--- config.mk ---
export PLATFORM = sky130hd
export DESIGN_NAME = status_led_pattern_generator
export DESIGN_NICKNAME = d
export VERILOG_FILES = /design/src/sv/slpg_pkg.sv /design/src/sv/slpg_ctrl.sv /design/src/sv/slpg_dp.sv /design/src/sv/status_led_pattern_generator.sv
export SDC_FILE = /design/constraint.sdc
export NUM_CORES = 2
export LEC_CHECK = 0
export BUFFER_PORTS_ARGS = -buffer_cell sky130_fd_sc_hd__buf_2
export CORE_MARGIN = 2
export CORE_UTILIZATION = 45
export DETAILED_ROUTE_END_ITERATION = 12
export SLEW_MARGIN = 0
export SYNTH_ARGS = -nofsm -noshare
export SYNTH_HDL_FRONTEND = slang
export SYNTH_SLANG_ARGS = --single-unit
--- constraint.sdc ---
create_clock -name clk -period 9.4 [get_ports clk]
set_clock_uncertainty 0.2 [all_clocks]
set_input_delay 0.47 -clock clk [delete_from_list [all_inputs] [get_ports clk]]
set_output_delay 0.47 -clock clk [all_outputs]
set_load 0.01 [all_outputs]
--- src/sv/slpg_pkg.sv ---
// Package for the status LED pattern generator: mode codes, divisor constants,
// the breathing wave table and the controller/datapath command and status types.
// No dependencies.
`default_nettype none

package slpg_pkg;

  localparam int unsigned SINE_TABLE_DEPTH = 256;
  localparam int unsigned WAVE_IDX_W = $clog2(SINE_TABLE_DEPTH);
  localparam int unsigned WAVE_W = 16;

  typedef enum logic [2:0] {
    MODE_IDLE      = 3'd0,
    MODE_RECORDING = 3'd1,
    MODE_UNPAIRED  = 3'd2,
    MODE_SYNCING   = 3'd3,
    MODE_ERROR     = 3'd4
  } mode_t;

  localparam logic [2:0] MODE_LAST = 3'd4;

  localparam logic [1:0] FUNC_TICK  = 2'd0;
  localparam logic [1:0] FUNC_SET   = 2'd1;
  localparam logic [1:0] FUNC_FLASH = 2'd2;

  // divide by constant: quotient estimate = (num * RCP) >> RCP_SHIFT, low by at most one
  localparam int unsigned PERIOD_W = 12;
  localparam int unsigned RCP_SHIFT = 39;
  localparam int unsigned RCP_W = 33;
  localparam int unsigned QUOT_W = 26;
  localparam logic [63:0] RCP_ONE = 64'd1 << RCP_SHIFT;

  localparam logic [PERIOD_W-1:0] PERIOD_UNPAIRED  = 12'd2200;
  localparam logic [PERIOD_W-1:0] PERIOD_SYNCING   = 12'd2600;
  localparam logic [PERIOD_W-1:0] PERIOD_ERR_RING  = 12'd140;
  localparam logic [PERIOD_W-1:0] PERIOD_UNP_LED   = 12'd700;
  localparam logic [PERIOD_W-1:0] PERIOD_SYNC_LED  = 12'd180;
  localparam logic [PERIOD_W-1:0] PERIOD_ERR_LED   = 12'd120;

  localparam logic [RCP_W-1:0] RCP_UNPAIRED = 33'(RCP_ONE / 64'd2200);
  localparam logic [RCP_W-1:0] RCP_SYNCING  = 33'(RCP_ONE / 64'd2600);
  localparam logic [RCP_W-1:0] RCP_ERR_RING = 33'(RCP_ONE / 64'd140);
  localparam logic [RCP_W-1:0] RCP_UNP_LED  = 33'(RCP_ONE / 64'd700);
  localparam logic [RCP_W-1:0] RCP_SYNC_LED = 33'(RCP_ONE / 64'd180);
  localparam logic [RCP_W-1:0] RCP_ERR_LED  = 33'(RCP_ONE / 64'd120);

  localparam logic [6:0] AMBER_SPAN = 7'd74;
  localparam logic [7:0] AMBER_BASE = 8'd18;
  localparam logic [6:0] SYNC_SPAN  = 7'd50;
  localparam logic [7:0] SYNC_BASE  = 8'd6;

  localparam logic [7:0] REC_RED    = 8'd255;
  localparam logic [7:0] REC_GREEN  = 8'd116;
  localparam logic [7:0] REC_BLUE   = 8'd44;
  localparam logic [7:0] AMBER_BLUE = 8'd2;
  localparam logic [7:0] ERR_RED    = 8'd180;

  localparam logic [63:0] HALF_PI_Q30 = 64'd1686629713;
  localparam logic [63:0] ONE_Q30     = 64'd1073741824;

  typedef logic [WAVE_W-1:0] wave_rom_t [SINE_TABLE_DEPTH];

  function automatic logic [63:0] quarter_sine(input logic [63:0] r);
    logic [63:0] x;
    logic [63:0] x2;
    logic [63:0] term;
    logic [63:0] sum;
    x = (r * HALF_PI_Q30) / SINE_TABLE_DEPTH;
    x2 = (x * x) >> 30;
    sum = x;
    term = ((x * x2) >> 30) / 64'd6;
    sum = sum - term;
    term = ((term * x2) >> 30) / 64'd20;
    sum = sum + term;
    term = ((term * x2) >> 30) / 64'd42;
    sum = sum - term;
    term = ((term * x2) >> 30) / 64'd72;
    sum = sum + term;
    term = ((term * x2) >> 30) / 64'd110;
    sum = sum - term;
    return sum;
  endfunction

  function automatic logic [WAVE_W-1:0] wave_entry(input logic [63:0] k);
    logic [63:0] a;
    logic [63:0] q;
    logic [63:0] r;
    logic [63:0] s;
    logic [63:0] v;
    a = (k % SINE_TABLE_DEPTH) * 64'd4;
    q = a / SINE_TABLE_DEPTH;
    r = a % SINE_TABLE_DEPTH;
    if (q[0]) begin
      r = 64'(SINE_TABLE_DEPTH) - r;
    end
    s = quarter_sine(r);
    if (s > ONE_Q30) begin
      s = ONE_Q30;
    end
    if (q >= 64'd2) begin
      v = ONE_Q30 - s;
    end else begin
      v = ONE_Q30 + s;
    end
    v = (v + 64'd16384) >> 15;
    if (v > 64'd65535) begin
      v = 64'd65535;
    end
    return v[WAVE_W-1:0];
  endfunction

  function automatic wave_rom_t build_wave_rom();
    wave_rom_t rom;
    for (int k = 0; k < SINE_TABLE_DEPTH; k++) begin
      rom[k] = wave_entry(64'(k));
    end
    return rom;
  endfunction

  localparam wave_rom_t WAVE_ROM = build_wave_rom();

  typedef struct packed {
    logic accept;
    logic mul;
    logic qp;
    logic rem;
    logic reload;
    logic rom;
    logic scale;
    logic emit;
  } slpg_cmd_t;

  typedef struct packed {
    logic in_valid;
    logic in_tick;
    logic breathe;
    logic out_free;
  } slpg_sts_t;

endpackage

`default_nettype wire

--- src/sv/slpg_ctrl.sv ---
// Sequencer for the status LED pattern generator: steps the datapath through
// accept, divide-by-constant passes, wave lookup, scaling and result load.
// Depends on slpg_pkg.
`default_nettype none

module slpg_ctrl (
  input  wire logic              clk,
  input  wire logic              rst_n,
  input  wire slpg_pkg::slpg_sts_t sts,
  output slpg_pkg::slpg_cmd_t    cmd,
  output logic                   in_stall
);
  import slpg_pkg::*;

  typedef enum logic [2:0] {
    S_IDLE,
    S_MUL,
    S_QP,
    S_REM,
    S_RELOAD,
    S_ROM,
    S_SCALE,
    S_RESULT
  } state_t;

  state_t state_r;
  state_t state_nxt;
  logic   pass_r;
  logic   pass_nxt;

  always_comb begin
    state_nxt = state_r;
    pass_nxt = pass_r;
    case (state_r)
      S_IDLE: begin
        if (sts.in_valid && sts.in_tick) begin
          state_nxt = S_MUL;
          pass_nxt = 1'b0;
        end
      end
      S_MUL: state_nxt = S_QP;
      S_QP: state_nxt = S_REM;
      S_REM: begin
        if (sts.breathe && !pass_r) begin
          state_nxt = S_RELOAD;
          pass_nxt = 1'b1;
        end else if (sts.breathe) begin
          state_nxt = S_ROM;
        end else begin
          state_nxt = S_RESULT;
        end
      end
      S_RELOAD: state_nxt = S_MUL;
      S_ROM: state_nxt = S_SCALE;
      S_SCALE: state_nxt = S_RESULT;
      S_RESULT: begin
        if (sts.out_free) begin
          state_nxt = S_IDLE;
          pass_nxt = 1'b0;
        end
      end
      default: state_nxt = S_IDLE;
    endcase
  end

  always_ff @(posedge clk) begin
    if (!rst_n) begin
      state_r <= S_IDLE;
      pass_r <= 1'b0;
    end else begin
      state_r <= state_nxt;
      pass_r <= pass_nxt;
    end
  end

  always_comb begin
    cmd.accept = (state_r == S_IDLE) && sts.in_valid;
    cmd.mul = (state_r == S_MUL);
    cmd.qp = (state_r == S_QP);
    cmd.rem = (state_r == S_REM);
    cmd.reload = (state_r == S_RELOAD);
    cmd.rom = (state_r == S_ROM);
    cmd.scale = (state_r == S_SCALE);
    cmd.emit = (state_r == S_RESULT) && sts.out_free;
  end

  assign in_stall = (state_r != S_IDLE);

  a_tick_starts: assert property (@(posedge clk) disable iff (!rst_n)
    (state_r == S_IDLE && sts.in_valid && sts.in_tick) |=> state_r == S_MUL)
    else $error("tick beat did not start a division pass");

  a_pass_breathe: assert property (@(posedge clk) disable iff (!rst_n)
    pass_r |-> sts.breathe)
    else $error("second division pass outside a breathing pattern");

  a_emit_free: assert property (@(posedge clk) disable iff (!rst_n)
    (state_r == S_RESULT && !sts.out_free) |=> state_r == S_RESULT)
    else $error("result dropped while output register full");

endmodule

`default_nettype wire

--- src/sv/slpg_dp.sv ---
// Datapath of the status LED pattern generator: mode and deadline state,
// shared divide-by-constant unit, wave table, scaling and output register.
// Depends on slpg_pkg; driven by slpg_ctrl.
`default_nettype none

module slpg_dp (
  input  wire logic                clk,
  input  wire logic                rst_n,
  input  wire slpg_pkg::slpg_cmd_t cmd,
  output slpg_pkg::slpg_sts_t      sts,
  input  wire logic                in_valid,
  input  wire logic [1:0]          in_func,
  input  wire logic [2:0]          in_mode_value,
  input  wire logic [31:0]         in_now_ms,
  input  wire logic                use_ring,
  input  wire logic [15:0]         error_hold_ms,
  output logic                     out_valid,
  input  wire logic                out_stall,
  output logic [7:0]               out_red,
  output logic [7:0]               out_green,
  output logic [7:0]               out_blue,
  output logic                     out_led_on,
  output logic [2:0]               out_current_mode
);
  import slpg_pkg::*;

  mode_t                 mode_r;
  logic [31:0]           deadline_r;
  logic [31:0]           num_r;
  logic [QUOT_W-1:0]     quot_r;
  logic [31:0]           qp_r;
  logic [PERIOD_W-1:0]   rem_r;
  logic [WAVE_W-1:0]     wave_r;
  logic [7:0]            level_r;
  logic                  out_valid_r;
  logic [7:0]            red_r;
  logic [7:0]            green_r;
  logic [7:0]            blue_r;
  logic                  led_r;
  logic [2:0]            cur_mode_r;

  logic [PERIOD_W-1:0]   period;
  logic [RCP_W-1:0]      recip;
  logic [64:0]           mul_full;
  logic [37:0]           qp_full;
  logic [31:0]           diff;
  logic                  corr;
  logic [31:0]           diff_fix;
  logic [22:0]           scale_prod;
  logic [6:0]            span;
  logic [7:0]            base;
  logic [7:0]            red_nxt;
  logic [7:0]            green_nxt;
  logic [7:0]            blue_nxt;
  logic                  led_nxt;
  logic                  lit;
  logic                  out_free;

  function automatic logic [7:0] div5(input logic [9:0] x);
    logic [17:0] p;
    p = 18'(x) * 18'd205;
    return p[17:10];
  endfunction

  always_comb begin
    period = PERIOD_ERR_LED;
    recip = RCP_ERR_LED;
    if (use_ring) begin
      case (mode_r)
        MODE_UNPAIRED: begin
          period = PERIOD_UNPAIRED;
          recip = RCP_UNPAIRED;
        end
        MODE_SYNCING: begin
          period = PERIOD_SYNCING;
          recip = RCP_SYNCING;
        end
        default: begin
          period = PERIOD_ERR_RING;
          recip = RCP_ERR_RING;
        end
      endcase
    end else begin
      case (mode_r)
        MODE_UNPAIRED: begin
          period = PERIOD_UNP_LED;
          recip = RCP_UNP_LED;
        end
        MODE_SYNCING: begin
          period = PERIOD_SYNC_LED;
          recip = RCP_SYNC_LED;
        end
        default: begin
          period = PERIOD_ERR_LED;
          recip = RCP_ERR_LED;
        end
      endcase
    end
  end

  assign mul_full = 65'(num_r) * 65'(recip);
  assign qp_full = 38'(quot_r) * 38'(period);
  assign diff = num_r - qp_r;
  assign corr = (diff >= 32'(period));
  assign diff_fix = corr ? (diff - 32'(period)) : diff;

  assign span = (mode_r == MODE_SYNCING) ? SYNC_SPAN : AMBER_SPAN;
  assign base = (mode_r == MODE_SYNCING) ? SYNC_BASE : AMBER_BASE;
  assign scale_prod = 23'(wave_r) * 23'(span);

  assign out_free = !out_valid_r || !out_stall;

  always_comb begin
    red_nxt = 8'd0;
    green_nxt = 8'd0;
    blue_nxt = 8'd0;
    led_nxt = 1'b0;
    lit = !quot_r[0];
    if (use_ring) begin
      case (mode_r)
        MODE_RECORDING: begin
          red_nxt = REC_RED;
          green_nxt = REC_GREEN;
          blue_nxt = REC_BLUE;
        end
        MODE_UNPAIRED: begin
          red_nxt = level_r;
          green_nxt = {1'b0, level_r[7:1]};
          blue_nxt = AMBER_BLUE;
        end
        MODE_SYNCING: begin
          red_nxt = div5({1'b0, level_r, 1'b0});
          green_nxt = div5(10'(level_r) * 10'd3);
          blue_nxt = level_r;
        end
        MODE_ERROR: begin
          red_nxt = lit ? ERR_RED : 8'd0;
        end
        default: red_nxt = 8'd0;
      endcase
    end else begin
      case (mode_r)
        MODE_RECORDING: led_nxt = 1'b1;
        MODE_UNPAIRED, MODE_SYNCING, MODE_ERROR: led_nxt = lit;
        default: led_nxt = 1'b0;
      endcase
    end
  end

  always_ff @(posedge clk) begin
    if (!rst_n) begin
      mode_r <= MODE_IDLE;
      deadline_r <= 32'd0;
      out_valid_r <= 1'b0;
    end else begin
      if (cmd.accept) begin
        case (in_func)
          FUNC_SET: begin
            if (in_mode_value <= MODE_LAST) begin
              mode_r <= mode_t'(in_mode_value);
            end
          end
          FUNC_FLASH: begin
            deadline_r <= in_now_ms + 32'(error_hold_ms);
            mode_r <= MODE_ERROR;
          end
          FUNC_TICK: begin
            if (mode_r == MODE_ERROR && in_now_ms > deadline_r) begin
              mode_r <= MODE_IDLE;
            end
          end
          default: mode_r <= mode_r;
        endcase
      end
      if (cmd.emit) begin
        out_valid_r <= 1'b1;
      end else if (!out_stall) begin
        out_valid_r <= 1'b0;
      end
    end
  end

  always_ff @(posedge clk) begin
    if (cmd.accept) begin
      num_r <= in_now_ms;
    end else if (cmd.reload) begin
      num_r <= 32'(rem_r) << WAVE_IDX_W;
    end
    if (cmd.mul) begin
      quot_r <= mul_full[RCP_SHIFT +: QUOT_W];
    end else if (cmd.rem) begin
      quot_r <= quot_r + QUOT_W'(corr);
    end
    if (cmd.qp) begin
      qp_r <= qp_full[31:0];
    end
    if (cmd.rem) begin
      rem_r <= diff_fix[PERIOD_W-1:0];
    end
    if (cmd.rom) begin
      wave_r <= WAVE_ROM[quot_r[WAVE_IDX_W-1:0]];
    end
    if (cmd.scale) begin
      level_r <= base + 8'(scale_prod[22:16]);
    end
    if (cmd.emit) begin
      red_r <= red_nxt;
      green_r <= green_nxt;
      blue_r <= blue_nxt;
      led_r <= led_nxt;
      cur_mode_r <= mode_r;
    end
  end

  always_comb begin
    sts.in_valid = in_valid;
    sts.in_tick = (in_func == FUNC_TICK);
    sts.breathe = use_ring && (mode_r == MODE_UNPAIRED || mode_r == MODE_SYNCING);
    sts.out_free = out_free;
  end

  assign out_valid = out_valid_r;
  assign out_red = red_r;
  assign out_green = green_r;
  assign out_blue = blue_r;
  assign out_led_on = led_r;
  assign out_current_mode = cur_mode_r;

  a_div_exact: assert property (@(posedge clk) disable iff (!rst_n)
    $past(cmd.rem) |-> (38'(quot_r) * 38'(period) + 38'(rem_r)) == 38'(num_r))
    else $error("divide-by-constant quotient and remainder disagree");

  a_rem_range: assert property (@(posedge clk) disable iff (!rst_n)
    $past(cmd.rem) |-> rem_r < period)
    else $error("remainder not below the period after correction");

  a_mode_range: assert property (@(posedge clk) disable iff (!rst_n)
    cmd.emit |-> !(use_ring && led_nxt))
    else $error("fallback LED driven in ring mode");

endmodule

`default_nettype wire

--- src/sv/status_led_pattern_generator.sv ---
// Top level of the status LED pattern generator: configuration registers and
// the sequencer/datapath pair. Depends on slpg_pkg, slpg_ctrl and slpg_dp.
//
//   channel  direction  handshake              payload
//   in_      input      in_valid / in_stall    in_func, in_mode_value, in_now_ms
//   out_     output     out_valid / out_stall  out_red/green/blue, out_led_on,
//                                              out_current_mode
//   config   input      psel/penable/pwrite    paddr, pwdata, prdata, pready
//
// A set-mode or flash-error beat is taken in the idle state and gives no result.
// A tick runs the shared divide-by-constant unit (multiply, quotient product and
// remainder steps) once for the period phase and, for a breathing pattern, once
// more for the wave table index, followed by lookup and scaling, then the result.
// Reset (rst_n low, synchronous) sets idle mode, deadline 0, use_ring 1, hold 1600.
// A full, stalled output register holds the finished result; the next beat
// is taken once it drains.
`default_nettype none

module status_led_pattern_generator (
  input  wire logic        clk,
  input  wire logic        rst_n,
  input  wire logic        in_valid,
  output logic             in_stall,
  input  wire logic [1:0]  in_func,
  input  wire logic [2:0]  in_mode_value,
  input  wire logic [31:0] in_now_ms,
  output logic             out_valid,
  input  wire logic        out_stall,
  output logic [7:0]       out_red,
  output logic [7:0]       out_green,
  output logic [7:0]       out_blue,
  output logic             out_led_on,
  output logic [2:0]       out_current_mode,
  input  wire logic        psel,
  input  wire logic        penable,
  input  wire logic        pwrite,
  input  wire logic [2:0]  paddr,
  input  wire logic [31:0] pwdata,
  output logic [31:0]      prdata,
  output logic             pready
);
  import slpg_pkg::*;

  localparam logic REG_USE_RING = 1'b0;
  localparam logic REG_HOLD = 1'b1;

  logic        use_ring_r;
  logic [15:0] hold_r;
  logic        cfg_wr;
  slpg_cmd_t   cmd;
  slpg_sts_t   sts;

  assign pready = 1'b1;
  assign cfg_wr = psel && penable && pwrite;

  always_ff @(posedge clk) begin
    if (!rst_n) begin
      use_ring_r <= 1'b1;
      hold_r <= 16'd1600;
    end else if (cfg_wr) begin
      case (paddr[2])
        REG_USE_RING: use_ring_r <= pwdata[0];
        REG_HOLD: hold_r <= pwdata[15:0];
        default: use_ring_r <= use_ring_r;
      endcase
    end
  end

  always_comb begin
    case (paddr[2])
      REG_USE_RING: prdata = {31'd0, use_ring_r};
      REG_HOLD: prdata = {16'd0, hold_r};
      default: prdata = 32'd0;
    endcase
  end

  slpg_ctrl u_ctrl (
    .clk      (clk),
    .rst_n    (rst_n),
    .sts      (sts),
    .cmd      (cmd),
    .in_stall (in_stall)
  );

  slpg_dp u_dp (
    .clk              (clk),
    .rst_n            (rst_n),
    .cmd              (cmd),
    .sts              (sts),
    .in_valid         (in_valid),
    .in_func          (in_func),
    .in_mode_value    (in_mode_value),
    .in_now_ms        (in_now_ms),
    .use_ring         (use_ring_r),
    .error_hold_ms    (hold_r),
    .out_valid        (out_valid),
    .out_stall        (out_stall),
    .out_red          (out_red),
    .out_green        (out_green),
    .out_blue         (out_blue),
    .out_led_on       (out_led_on),
    .out_current_mode (out_current_mode)
  );

endmodule

`default_nettype wire
==> metrics.txt <==
WP buf/inv 9; mean post-synth cell area 8.753 µm²; Slew HR 16.88%; top cells by area, synth fa_1 37%, ha_1 14%, inv_1 9.0%; post-synth top area share 36.66%; CTS Root Cell clkbuf_16; initial antenna violation count 10; Mapped Area 59460 µm²; CP Launch Type flip-flop; worst min path class primary input to flip-flop; CTS tree yes; drt first-iter violations 4402; final setup fails 0; pre-CTS setup slack -0.02226 ns; Slew Viols, Final 0; Worst Setup Path Type flip-flop to flip-flop; die width 367.5 µm; die footprint 135100 µm²; Sink Count 209; Skew-Pair Late Insertion Delay 0.61 ns; uppermost layer routed met5; Mapped Cells 6793; total wire length 211.5 mm; first-pass iteration count of the detailed router 6; final worst slack 0.3187 ns; outcome finished clean; non-filler cells, final 8679; met2 WL 98.05 mm; dominant delay contributor by cell family on the critical path adder cells; Longest Clk Path Bufs 3; CP max stage cell fa_1; Netlist cell types 85; Worst-Margin Slew 1.238 ns; global-route wire length before repair 320.7 mm; commonest cells in the netlist 1425 x inv_1, 1089 x fa_1, 767 x nand2_1; Global Route Usage Sum 31.72%; cell mode on critical path fa_1; vias in the first global route 50660; Crit. End Element flip-flop; number of synthesized register bits 209; layout cells sized above 1 7.326%; row count 133; shortest period the worst path allows 9.081 ns; f_max 110.1 MHz; Die Y 367.5 µm; critical path peak fanout 22; Data arrival, critical path 9.26 ns; Post-synth EDFFs 152; largest net degree at the start of global routing 170; Seq/Total Area, Yosys 9.595%; DRC Markers 0; WL met1 88.82 mm; Initial Util 45.29%; largest area contributor in the netlist fa_1; DR WL/cell 24.37 µm; Ports 142; Area after DPL 63430 µm²; post-layout util 49.14%; Post-DP HPWL 176.9 mm; Clock Pin Slew Worst Setup and Hold Paths 0.07 ns; antenna viol nets, final 0; final non-filler cell area 64520 µm²; routed wl met3 16.28 mm; Num CTS Buffers 26; max-cap violations 0; cell count after placement 8606; RSZ-0062 raised after global routing false; Post-synth ARST share 0%; Synthesis Warnings 0; Final Cycle Share 96.61%; Synth Flop Type edfxtp_1; core area 131300 µm²; post-DR vias/cell 5.571; Vias 48350; most common cell in the netlist inv_1; Layout Nets 8740; Critical Path RT 9.58 ns; Hold Vio Cnt, Final 0; routability congestion estimate 0.9848; PortBufs 106; CP peak stage delay 0.57 ns; H-tree depth 1; Area growth syn-to-layout 8.499%; grt ovf 0
[sequential cells by signal, indices dropped and copies added (netlist names)]
signal and flops:
hold_r 16, u_dp.out_blue 8, u_dp.deadline_r 32, u_dp.quot_r 26, u_dp.level_r 8, u_dp.qp_r 30, u_dp.wave_r 16, u_dp.mode_r 3
u_ctrl.pass_r 1, u_dp.out_red 8, u_ctrl.state_r 3, use_ring_r 1, u_dp.out_led_on 1, u_dp.out_valid 1, u_dp.rem_r 12, u_dp.num_r 32
u_dp.out_current_mode 3, u_dp.out_green 8
[stage by stage]
stage               TNS [ns]  hold slack, ns
floorplan                  0          0.2029
global route               0         0.04707
global placement    -0.01585          0.2433
detailed placement  -0.03347          0.2461
CTS                        0        0.003076
finish                     0         0.04171
[worst min-delay path, stage by stage]
cell and delay, ns:
buf_2 0.14, xnor2_1 0.13, a21oi_1 0.06
[routing by layer]
layer  GRT usage, %  up-vias
met5              0        -
met4          10.88        8
met3          4.682      332
met2          51.88     1842
met1          42.97    24510
li1               -    21650
[cells in the final DEF, fill, tap and decap left out, types with 88 or more instances in the layout]
cell      Yosys  final
a21oi_1     289    284
and2_1      331    331
and3_1      101    101
buf_2         4    106
buf_4        18    250
edfxtp_1    152    152
fa_1       1089   1089
ha_1        671    670
inv_1      1425   1422
nand2_1     767    765
nand3_1     118    118
nor2_1      315    311
nor3_1       90     88
o21ai_0     211    209
xnor2_1     108    108
[final cells by class]
class / instances / area (µm²)
antenna: 3 / 7.507
clock buffer: 32 / 714.4
clock inverter: 16 / 120.1
fill: 12700 / 66780
inverter: 1431 / 5371
multi-input combinational: 4828 / 47230
sequential: 209 / 5710
tap: 1755 / 2196
timing repair buffer: 405 / 3169
[final timing paths]
| check | endpoint | slack, ns | cells past startpoint | from |
|---|---|---|---|---|
| setup / recovery | u_dp.quot_r[10] | 0.32 | 29 | u_dp.mode_r[0] |
| hold reg to reg | u_dp.deadline_r[13] | 0.25 | 2 | u_dp.deadline_r[13] |
| hold / removal | u_dp.deadline_r[26] | 0.04 | 3 | in_now_ms[26] |
| setup reg to reg | u_dp.quot_r[10] | 0.32 | 29 | u_dp.mode_r[0] |
[kinds of logic after synthesis]
group,share of synthesized area (%)
other cells,0.01263
simple gates,15.60
xor+xnor,2.340
mux,0.5303
flops,9.595
fa+ha+maj,50.78
compound gates,9.814
buf+inv,11.32
[repair_timing]
item | in CTS | in global routing
hold buffers | 21 | 0
pin swaps | 1 | 5
endpoints found under the setup margin | 2 | 18
hold endpoints to repair | 24 | 0
buffers inserted | 0 | 1
resized for setup | 2 | 7
Power is left out: the tool's default activity adds up to more than one toggle a clock period on the data nets, which glitch-free logic cannot reach.
